`src/rtl/core/kmp_pkg.sv`:
```
// ----------------------------------------------------------------------------
// kmp_pkg
// Types, sizes and codes shared by the substring matcher modules.
// ----------------------------------------------------------------------------
package kmp_pkg;

    // Longest pattern the store holds.
    localparam int MAX_PATTERN = 256;
    // Lengths run from 0 to MAX_PATTERN inclusive.
    localparam int LEN_W = $clog2(MAX_PATTERN + 1);
    // Index into the pattern store.
    localparam int SW = (MAX_PATTERN > 1) ? $clog2(MAX_PATTERN) : 1;

    localparam logic CMD_PATTERN = 1'b0;
    localparam logic CMD_TEXT    = 1'b1;

    typedef struct packed {
        logic       cmd;
        logic [7:0] ch;
        logic       first;
    } t_in_item;

    typedef struct packed {
        logic             found;
        logic [LEN_W-1:0] matched_len;
        logic             too_long;
    } t_out_item;

    // Controller to datapath.
    typedef struct packed {
        logic accept;
        logic seed;
        logic step;
        logic finish;
        logic emit;
    } t_dp_cmd;

    // Datapath to controller.
    typedef struct packed {
        logic early;
        logic cont;
        logic out_free;
    } t_dp_status;

endpackage

```
`src/rtl/core/kmp_substring_matcher.sv`:
```
// ----------------------------------------------------------------------------
// kmp_substring_matcher
// Knuth-Morris-Pratt substring matcher with an incrementally built link table.
// ----------------------------------------------------------------------------
// Load a pattern one byte per request (cmd = pattern, first = 1 on its first
// byte), then stream text bytes (first = 1 on the first byte of each text).
// Every request returns exactly one result: a sticky found flag, the pattern
// length (pattern requests) or current matched prefix length (text requests),
// and a too-long flag once the pattern outgrows its MAX_PATTERN-byte store.
// The block takes one request at a time. A request that needs no link walk
// (a full store, the first pattern byte, or any text byte with an empty
// pattern) goes from accept straight to the hand-off. Any other pattern
// byte first fetches its starting link, while any other text byte starts
// the walk at once; the walk follows its k failure links, one per cycle,
// through the single registered read port of the pattern store and
// link table. Over a stream k averages about one per byte. A finished result
// waits in an output register, so the next request is accepted while the
// previous result is still stalled; only the hand-off into that register waits.
// ----------------------------------------------------------------------------
module kmp_substring_matcher (
    input  logic               i_clk,
    input  logic               i_rst_n,
    input  logic               i_in_valid,
    output logic               o_in_stall,
    input  kmp_pkg::t_in_item  i_in_data,
    output logic               o_out_valid,
    input  logic               i_out_stall,
    output kmp_pkg::t_out_item o_out_data
);
    import kmp_pkg::*;

    // Command and status between sequencer and datapath.
    t_dp_cmd    dp_cmd;
    t_dp_status dp_status;

    // Sequencer: accept, seed the link walk, walk, hand off.
    kmp_ctrl u_ctrl (
        .i_clk      (i_clk),
        .i_rst_n    (i_rst_n),
        .i_in_valid (i_in_valid),
        .o_in_stall (o_in_stall),
        .i_status   (dp_status),
        .o_cmd      (dp_cmd)
    );

    // Datapath: pattern store, link table, match state, result register.
    kmp_dp u_dp (
        .i_clk       (i_clk),
        .i_rst_n     (i_rst_n),
        .i_in_data   (i_in_data),
        .i_cmd       (dp_cmd),
        .o_status    (dp_status),
        .i_out_stall (i_out_stall),
        .o_out_valid (o_out_valid),
        .o_out_data  (o_out_data)
    );

endmodule

```
`src/rtl/core/kmp_ctrl.sv`:
```
// ----------------------------------------------------------------------------
// kmp_ctrl
// Sequencer: accept a request, walk failure links, hand off the result.
// ----------------------------------------------------------------------------
module kmp_ctrl (
    input  logic                i_clk,
    input  logic                i_rst_n,
    input  logic                i_in_valid,
    output logic                o_in_stall,
    input  kmp_pkg::t_dp_status i_status,
    output kmp_pkg::t_dp_cmd    o_cmd
);
    import kmp_pkg::*;

    localparam logic [1:0] S_IDLE  = 2'd0;
    localparam logic [1:0] S_SEED  = 2'd1;
    localparam logic [1:0] S_WALK  = 2'd2;
    localparam logic [1:0] S_DONE  = 2'd3;

    logic [1:0] r_state;
    logic [1:0] n_state;

    always_comb begin
        n_state      = r_state;
        o_cmd        = '0;
        case (r_state)
            S_IDLE: begin
                if (i_in_valid) begin
                    o_cmd.accept = 1'b1;
                    n_state      = S_WALK;
                    if (i_status.early) begin
                        n_state = S_DONE;
                    end
                end
            end
            S_SEED: begin
                o_cmd.seed = 1'b1;
                n_state    = S_WALK;
            end
            S_WALK: begin
                if (i_status.cont) begin
                    o_cmd.step = 1'b1;
                end else begin
                    o_cmd.finish = 1'b1;
                    n_state      = S_DONE;
                end
            end
            S_DONE: begin
                if (i_status.out_free) begin
                    o_cmd.emit = 1'b1;
                    n_state    = S_IDLE;
                end
            end
            default: begin
                n_state = S_IDLE;
            end
        endcase
    end

    // Pattern bytes that go on to a link walk need one extra read to fetch the starting link.
    logic seed_needed;
    assign seed_needed = o_cmd.accept && !i_status.early && i_status.cont;

    always_ff @(posedge i_clk) begin
        if (!i_rst_n) begin
            r_state <= S_IDLE;
        end else if (seed_needed) begin
            r_state <= S_SEED;
        end else begin
            r_state <= n_state;
        end
    end

    assign o_in_stall = (r_state != S_IDLE);

endmodule

```
`src/rtl/core/kmp_dp.sv`:
```
// ----------------------------------------------------------------------------
// kmp_dp
// Pattern store, failure table, match state and result register.
// ----------------------------------------------------------------------------
module kmp_dp (
    input  logic                i_clk,
    input  logic                i_rst_n,
    input  kmp_pkg::t_in_item   i_in_data,
    input  kmp_pkg::t_dp_cmd    i_cmd,
    output kmp_pkg::t_dp_status o_status,
    input  logic                i_out_stall,
    output logic                o_out_valid,
    output kmp_pkg::t_out_item  o_out_data
);
    import kmp_pkg::*;

    logic [7:0]       m_store [MAX_PATTERN];
    logic [LEN_W-1:0] m_fail  [MAX_PATTERN + 1];

    logic [LEN_W-1:0] r_plen;
    logic [LEN_W-1:0] r_match;
    logic             r_found;
    logic             r_ovf;
    logic             r_is_text;
    logic [7:0]       r_ch;
    logic [LEN_W-1:0] r_i;
    logic [LEN_W-1:0] r_j;
    logic [7:0]       r_store_q;
    logic [LEN_W-1:0] r_fail_q;
    logic             r_out_valid;
    t_out_item        r_out;

    logic [LEN_W-1:0] eff_len;
    logic             full;
    logic [LEN_W-1:0] j_raw;
    logic [LEN_W-1:0] j_start;
    logic             is_pat_in;
    logic             hit;
    logic [LEN_W-1:0] j_next;
    logic [LEN_W-1:0] rd_addr;
    logic             fail_we;
    logic [LEN_W-1:0] fail_wa;
    logic [LEN_W-1:0] fail_wd;
    logic             store_we;

    assign is_pat_in = (i_in_data.cmd == CMD_PATTERN);
    assign eff_len   = i_in_data.first ? '0 : r_plen;
    assign full      = (eff_len >= LEN_W'(MAX_PATTERN));
    assign j_raw     = i_in_data.first ? '0 : r_match;
    assign j_start   = (j_raw > r_plen) ? '0 : j_raw;

    assign hit    = (r_ch == r_store_q);
    assign j_next = r_j + LEN_W'(hit);

    always_comb begin
        o_status.out_free = !r_out_valid || !i_out_stall;
        o_status.early    = is_pat_in ? (full || (eff_len == '0)) : (r_plen == '0);
        // During a walk: keep following links. At accept: a pattern byte needs a seed.
        if (i_cmd.accept) begin
            o_status.cont = is_pat_in;
        end else begin
            o_status.cont = (r_j != '0) &&
                            ((r_is_text && (r_j == r_plen)) || !hit);
        end
    end

    assign rd_addr = i_cmd.accept ? (is_pat_in ? eff_len : j_start) : r_fail_q;

    assign store_we = i_cmd.accept && is_pat_in && !full;

    always_comb begin
        fail_we = 1'b0;
        fail_wa = LEN_W'(1);
        fail_wd = '0;
        if (i_cmd.accept && is_pat_in && !full && (eff_len == '0)) begin
            fail_we = 1'b1;
        end else if (i_cmd.finish && !r_is_text) begin
            fail_we = 1'b1;
            fail_wa = r_i + LEN_W'(1);
            fail_wd = hit ? j_next : '0;
        end
    end

    // Memories: one write and one registered read each per cycle.
    always_ff @(posedge i_clk) begin
        if (store_we) begin
            m_store[eff_len[SW-1:0]] <= i_in_data.ch;
        end
        r_store_q <= m_store[rd_addr[SW-1:0]];
    end

    always_ff @(posedge i_clk) begin
        if (fail_we) begin
            m_fail[fail_wa] <= fail_wd;
        end
        r_fail_q <= m_fail[rd_addr];
    end

    // Item payload.
    always_ff @(posedge i_clk) begin
        if (i_cmd.accept) begin
            r_ch      <= i_in_data.ch;
            r_is_text <= (i_in_data.cmd == CMD_TEXT);
            r_i       <= eff_len;
            r_j       <= j_start;
        end else if (i_cmd.seed || i_cmd.step) begin
            r_j <= r_fail_q;
        end
    end

    // Match state.
    always_ff @(posedge i_clk) begin
        if (!i_rst_n) begin
            r_plen  <= '0;
            r_match <= '0;
            r_found <= 1'b0;
            r_ovf   <= 1'b0;
        end else if (i_cmd.accept) begin
            if (is_pat_in) begin
                r_match <= '0;
                r_found <= 1'b0;
                r_ovf   <= full ? 1'b1 : (i_in_data.first ? 1'b0 : r_ovf);
                r_plen  <= (!full && (eff_len == '0)) ? LEN_W'(1) : eff_len;
            end else begin
                if (i_in_data.first || (r_plen == '0)) begin
                    r_match <= '0;
                end
                r_found <= (r_plen == '0) ? 1'b1 : (i_in_data.first ? 1'b0 : r_found);
            end
        end else if (i_cmd.finish) begin
            if (r_is_text) begin
                r_match <= j_next;
                if (j_next == r_plen) begin
                    r_found <= 1'b1;
                end
            end else begin
                r_plen <= r_i + LEN_W'(1);
            end
        end
    end

    // Result register.
    always_ff @(posedge i_clk) begin
        if (!i_rst_n) begin
            r_out_valid <= 1'b0;
        end else if (i_cmd.emit) begin
            r_out_valid <= 1'b1;
        end else if (!i_out_stall) begin
            r_out_valid <= 1'b0;
        end
    end

    always_ff @(posedge i_clk) begin
        if (i_cmd.emit) begin
            r_out.found       <= r_found;
            r_out.matched_len <= r_is_text ? r_match : r_plen;
            r_out.too_long    <= r_ovf;
        end
    end

    assign o_out_valid = r_out_valid;
    assign o_out_data  = r_out;

endmodule

```
`config.mk`:
```
export PLATFORM = sky130hd
export DESIGN_NAME = kmp_substring_matcher
export DESIGN_NICKNAME = d
export VERILOG_FILES = /design/src/rtl/core/kmp_pkg.sv /design/src/rtl/core/kmp_substring_matcher.sv /design/src/rtl/core/kmp_ctrl.sv /design/src/rtl/core/kmp_dp.sv
export SDC_FILE = /design/constraint.sdc
export NUM_CORES = 2
export LEC_CHECK = 0
export BUFFER_PORTS_ARGS = -buffer_cell sky130_fd_sc_hd__buf_2
export CELL_PAD_IN_SITES_DETAIL_PLACEMENT = 0
export CELL_PAD_IN_SITES_GLOBAL_PLACEMENT = 1
export CORE_AREA = 2 2 761 763
export DETAILED_ROUTE_END_ITERATION = 16
export DIE_AREA = 0 0 763 765
export PLACE_DENSITY_LB_ADDON = 0.05
export SYNTH_ARGS = -nofsm -noshare
export SYNTH_HDL_FRONTEND = slang
export SYNTH_HIERARCHICAL = 1
export SYNTH_MEMORY_MAX_BITS = 65536
export SYNTH_SLANG_ARGS = --single-unit
```
`constraint.sdc`:
```
create_clock -name i_clk -period 12.25 [get_ports i_clk]
set_input_delay 1.225 -clock i_clk [delete_from_list [all_inputs] [get_ports i_clk]]
set_output_delay 1.225 -clock i_clk [all_outputs]
set_load 0.03 [all_outputs]
```
## Yosys cells after proc, flatten, opt, wreduce, memory -nomap -nowiden

Memories as Yosys holds them, arrays and structs flattened. A register that Yosys moved wholly into a read port is not among the register bits.
Cells that the tools add are included.
Widths: inputs -> output; s select.

- Flip-flop bits (word level): 61
- Memory bits (writable): 4361
- Bits of input ports: 14
- Word-level logic and storage cells: 131
- Memories kept: 2

- $add $sub $neg: 2
- Magnitude comparators: 2
- Eq/ne operators: 17
- Multiplexer cells: 55
- Bitwise logic cells: 2
- Reduce and logical (&&, ||, !) cells: 37

Memories:

| memory | depth | width | rd ports | clocked after memory_dff | wr ports | line | source |
|---|---|---|---|---|---|---|---|
| u_dp.m_fail | 257 | 9 | 1 | 1 | 1 | kmp_dp.sv:18 | `logic [LEN_W-1:0] m_fail [MAX_PATTERN + 1];` |
| u_dp.m_store | 256 | 8 | 1 | 1 | 1 | kmp_dp.sv:17 | `logic [7:0] m_store [MAX_PATTERN];` |

Operator list:

| operator | count |
|---|---|
| $mux 9 | 23 |
| $mux 1 | 27 |
| $eq 9x9->1 | 2 |
| $logic_not 9->1 | 2 |
| $reduce_and 3->1 | 5 |
| $reduce_bool 2->1 | 6 |
| $ne 2x2->1 const B | 5 |
| $add 9x1->9 | 1 |
| $add 9x1->9 const B | 1 |
| $ge 9x9->1 const B | 1 |
| $gt 9x9->1 | 1 |
| $logic_and 1x1->1 | 9 |
| $ne 3x2->1 const B | 3 |
| $reduce_bool 9->1 | 1 |
| $eq 8x8->1 | 1 |
| $mux 2 | 4 |
| $pmux 2 s4 | 1 |
| $logic_not 1->1 | 6 |
| $logic_or 1x1->1 | 5 |
| $eq 2x2->1 const B | 2 |
| $ne 4x3->1 const B | 1 |
| $reduce_and 4->1 | 1 |
| $ne 3x3->1 const B | 1 |
| $eq 2x1->1 const B | 1 |
| 4 further kinds | 5 |

## Depth between registers and ports, before layout

- Depth in word-level cells: 12
- Gate-level depth with buffers: 23

## Cells and area by module

The synthesis kept the hierarchy.

By module, submodules not included:

| module | times used | cells each | area an instance (µm²) |
|---|---|---|---|
| kmp_dp | 1 | 8388 | 172116.3 |
| kmp_ctrl | 1 | 17 | 138.9 |

## Worst setup path after synthesis

OpenSTA, ideal clock, no wires.

- Path type: input port to flip-flop
- Start point: in i_in_valid
- End point: mem u_dp/m_fail[0][2] (netlist name) (data pin)
- Data arrival time: 9.382 ns
- Data required time: 10.854 ns
- Path slack: 1.473 ns
- Stages: 11
- Buffers on the path: 3
- Cell sequence: and2_1 buf_4 inv_1 clkbuf_1 a31o_2 nor3b_1 nand2b_1 nor2_1 clkbuf_1 nand2_1 nor2_1

RTL lines:

| what | line | source |
|---|---|---|
| start, declared | kmp_substring_matcher.sv:23 | `input logic i_in_valid,` |
| end, declared | kmp_dp.sv:18 |  |

==> impl_metrics.tcl <==
set metrics [dict create \
    avgRoutedWirePerCell_um 33.7 \
    cpPeakStageDelay_ns 1.08 \
    reg2reg_from "u_ctrl/r_state[0]$_SDFFE_PN0P_" \
    postLayoutCellArea_um2 198000 \
    yosysUniqueCellTypes 84 \
    dp_hpwl_um 330000 \
    placed_cell_area_um2 182000 \
    tns_ns 0 \
    clock.fmax_mhz 121 \
    slew_violations 0 \
    hold_end "u_ctrl/r_state[0]$_SDFFE_PN0P_" \
    drt_iter0_markers 7559 \
    n_fill_cell 53700 \
    io_pins 27 \
    cp_max_fo 42 \
    grt_max_degree 169 \
    path_buf_inv 4 \
    synth_compound_area_frac 0.0418 \
    drc_errors 0 \
    ant_nets 0 \
    clock_path_buffers 4 \
    drv_cap 0 \
    drtPass1Iterations 5 \
    gp_congestion 0.766 \
    fin_crit_ns 8.26 \
    grt_pass1_vias 89600 \
    synth_simple_gate_area_frac 0.0318 \
    synth-main-ff-cell "edfxtp_1" \
    final_layout_size_suffix_gt1_frac 0.231 \
    power.density_nw_per_um2 202 \
    synth_top_area_frac 0.767 \
    worstMarginPinSlew_ns 1.39 \
    synth.most_common_cell "edfxtp_1" \
    nets 8735 \
    path_class "reg -> reg" \
    cts_setup_buffers 0 \
    seq_area_frac_synth 0.772 \
    async_reset_ff_frac 0 \
    arrival_ns 9.14 \
    hold_depth 3 \
    grt_overflow 0 \
    finalHoldViolCount 0 \
    synthXorXnorAreaFrac 0.00214 \
    start_kind "flop" \
    syn-num-nets 8432 \
    hold_slack_ns 0.463 \
    rrSetupSlack_ns 3.99 \
    grt_usage 0.189 \
    synthToLayoutAreaGrowth_pct 15.2 \
    dieArea_um2 584000 \
    cts_tree "built" \
    place_inst 15800 \
    synth_warnings 6 \
    vias 85800 \
    layout.cells.non_filler 16700 \
    syn_area_per_cell_um2 20.5 \
    min_from "i_in_valid" \
    clk_latency_ns 1.05 \
    synth_common_cells "4399 x edfxtp_1, 993 x mux4_2, 582 x nor2_1" \
    synth_top_family_by_area "multiplexers" \
    crit_path_end_kind "flop" \
    cts.sinks 4439 \
    post_drt_via_cell_ratio 5.13 \
    synth_edf_count 4399 \
    row_count 279 \
    ir_drop_mv 0.190 \
    syn_area_um2 172000 \
    leakage_nw 64.9 \
    worstSetupPathDepth 16 \
    syn_inst 8405 \
    setup_violations 0 \
    cp-startpoint "u_ctrl/r_state[0]$_SDFFE_PN0P_" \
    synthTopCellsByArea "edfxtp_1 77%, mux4_2 13%, a22oi_1 1.7%, nor2_1 1.3%, nand2_1 0.74%" \
    critPathTopFamily "compound AO/OA/AOI/OAI gates" \
    drt_wl_total_um 563000 \
    synth_adder_area_share 0.000944 \
    crit_slowest_cell "nor4_1" \
    min_path_type "in -> reg" \
    fin_util 0.345 \
    numCtsBuffers 523 \
    critPathRequiredTime_ns 13.13 \
    core_area_um2 576000 \
    muxShareOfSynthArea 0.135 \
    start_util 0.299 \
    ctsHoldBuffers 0 \
    r2r-end "u_dp/r_fail_q[8]$_DFF_P_" \
    antenna_found_initial 30 \
    outcome "complete, no violations" \
    io_buffers 26 \
    synth_top_cell_by_area "edfxtp_1" \
    clock_skew_ns 0.0458 \
    path_common_cell "buf_4" \
    slew_headroom 0.0743 \
    fp.dieH_um 765 \
    die_w_um 763 \
    clkSlewWorstSetupHoldPaths_ns 0.06 \
    path_cells "nor2_2 > and2_2 > buf_4 > nand2b_1 > a21boi_4 > a21boi_4 > buf_4 > o21a_4 > buf_4 > buf_4 > mux4_2 > a22oi_1 > a21oi_1 > nor4_1 > o21ai_1 > or4_1" \
    ctsResizeCount 0 \
    grt_pass1_wl_um 773000 \
    ys_ff_latch 4439 \
    ctsHtreeMaxLevel 6 \
    fin_crit_sh 0.674 \
    root_buffer "clkbuf_16" \
    rsz0062_at_grt "false" \
    ff2ff_path_depth 16 \
]
==> final cells by class <==
type | instances | area (um^2) | share of cell area
Sequential cell | 4439 | 133000 | 0.670
Multi-Input combinational cell | 3422 | 37000 | 0.187
Clock buffer | 665 | 13900 | 0.0699
Tap cell | 7587 | 9490 | 0.0478
Timing Repair Buffer | 288 | 2560 | 0.0129
Clock inverter | 274 | 2480 | 0.0125
Inverter | 34 | 128 | 0.000643
Antenna cell | 14 | 35.0 | 0.000177
==> cell usage in the layout, fill, tap and decap left out, types with 17 or more instances in the layout <==
| master | netlist | layout |
|---|---|---|
| a211oi_1 | 18 | 17 |
| a21oi_1 | 238 | 233 |
| a221oi_1 | 48 | 48 |
| a22o_1 | 48 | 48 |
| a22oi_1 | 387 | 387 |
| and3_1 | 41 | 40 |
| buf_12 | 3 | 30 |
| buf_2 | 80 | 19 |
| buf_4 | 82 | 229 |
| bufinv_16 | 0 | 25 |
| clkbuf_1 | 245 | 128 |
| clkbuf_16 | 0 | 533 |
| clkinv_1 | 1 | 104 |
| clkinv_2 | 0 | 82 |
| dfxtp_1 | 40 | 40 |
| edfxtp_1 | 4399 | 4399 |
| inv_1 | 32 | 32 |
| inv_6 | 0 | 19 |
| mux2i_1 | 76 | 76 |
| mux4_2 | 993 | 993 |
| nand2_1 | 340 | 316 |
| nand3_1 | 113 | 105 |
| nand4_1 | 19 | 19 |
| nor2_1 | 582 | 559 |
| nor2b_1 | 42 | 42 |
| nor3_1 | 40 | 34 |
| nor4_1 | 43 | 40 |
| o211ai_1 | 39 | 39 |
| o21ai_0 | 40 | 36 |
| o22ai_1 | 24 | 24 |
| xnor2_1 | 33 | 33 |
==> sequential cells by signal, indices dropped and copies added (netlist names), 2 cells and up <==
name,flops
u_ctrl/r_state,2
u_dp/m_fail,2313
u_dp/m_store,2048
u_dp/o_out_data,11
u_dp/r_ch,8
u_dp/r_fail_q,9
u_dp/r_i,9
u_dp/r_j,9
u_dp/r_match,9
u_dp/r_plen,9
u_dp/r_store_q,8
==> metal layers <==
layer	global-route usage	wire (um)	share of wire	vias up
li1	-	-	-	35700
met1	0.261	250000	0.44	47500
met2	0.319	277000	0.49	1941
met3	0.0243	21800	0.039	641
met4	0.0457	14300	0.025	4
met5	0	27	0.000048	-
==> power by group <==
part | internal (W) | switching, W | leakage, nW
registers | 0.0166 | 0.000112 | 44.8
clock network | 0.00860 | 0.00636 | 7.97
logic | 0.00279 | 0.00554 | 12.2
==> kinds of logic after synthesis <==
logic type	count (synthesis)
muxes	1084
adders and majority gates	13
and+or+nand+nor	1265
xor gates and xnor gates	42
buffers and inverters	544
DFF	4439
AOI/OAI and AO/OA	1018
==> through the flow <==
stage | setup slack, ns | power [W]
4_1_cts | 3.94 | 0.0408
3_3_place_gp | 2.60 | 0.0257
3_5_place_dp | 3.28 | 0.0257
6_report | 3.99 | 0.0400
2_1_floorplan | 1.47 | 0.0220
5_1_grt | 3.69 | 0.0415
==> tightest hold or removal path, stage by stage <==
cell,delay (ns)
buf_2,0.11
o2111ai_1,0.06
nand2_1,0.06
==> how the worst max path moves through the flow <==
stage                                        to  slack [ns]
floorplan           u_dp/m_fail[0][2]$_DFFE_PP_        1.47
global placement       u_dp/r_fail_q[4]$_DFF_P_        2.60
detailed placement     u_dp/r_fail_q[8]$_DFF_P_        3.28
CTS                    u_dp/r_fail_q[8]$_DFF_P_        3.94
global route          u_dp/r_store_q[6]$_DFF_P_        3.69
finish                 u_dp/r_fail_q[8]$_DFF_P_        3.99
Note: power is estimated with default switching activity, not from simulation.
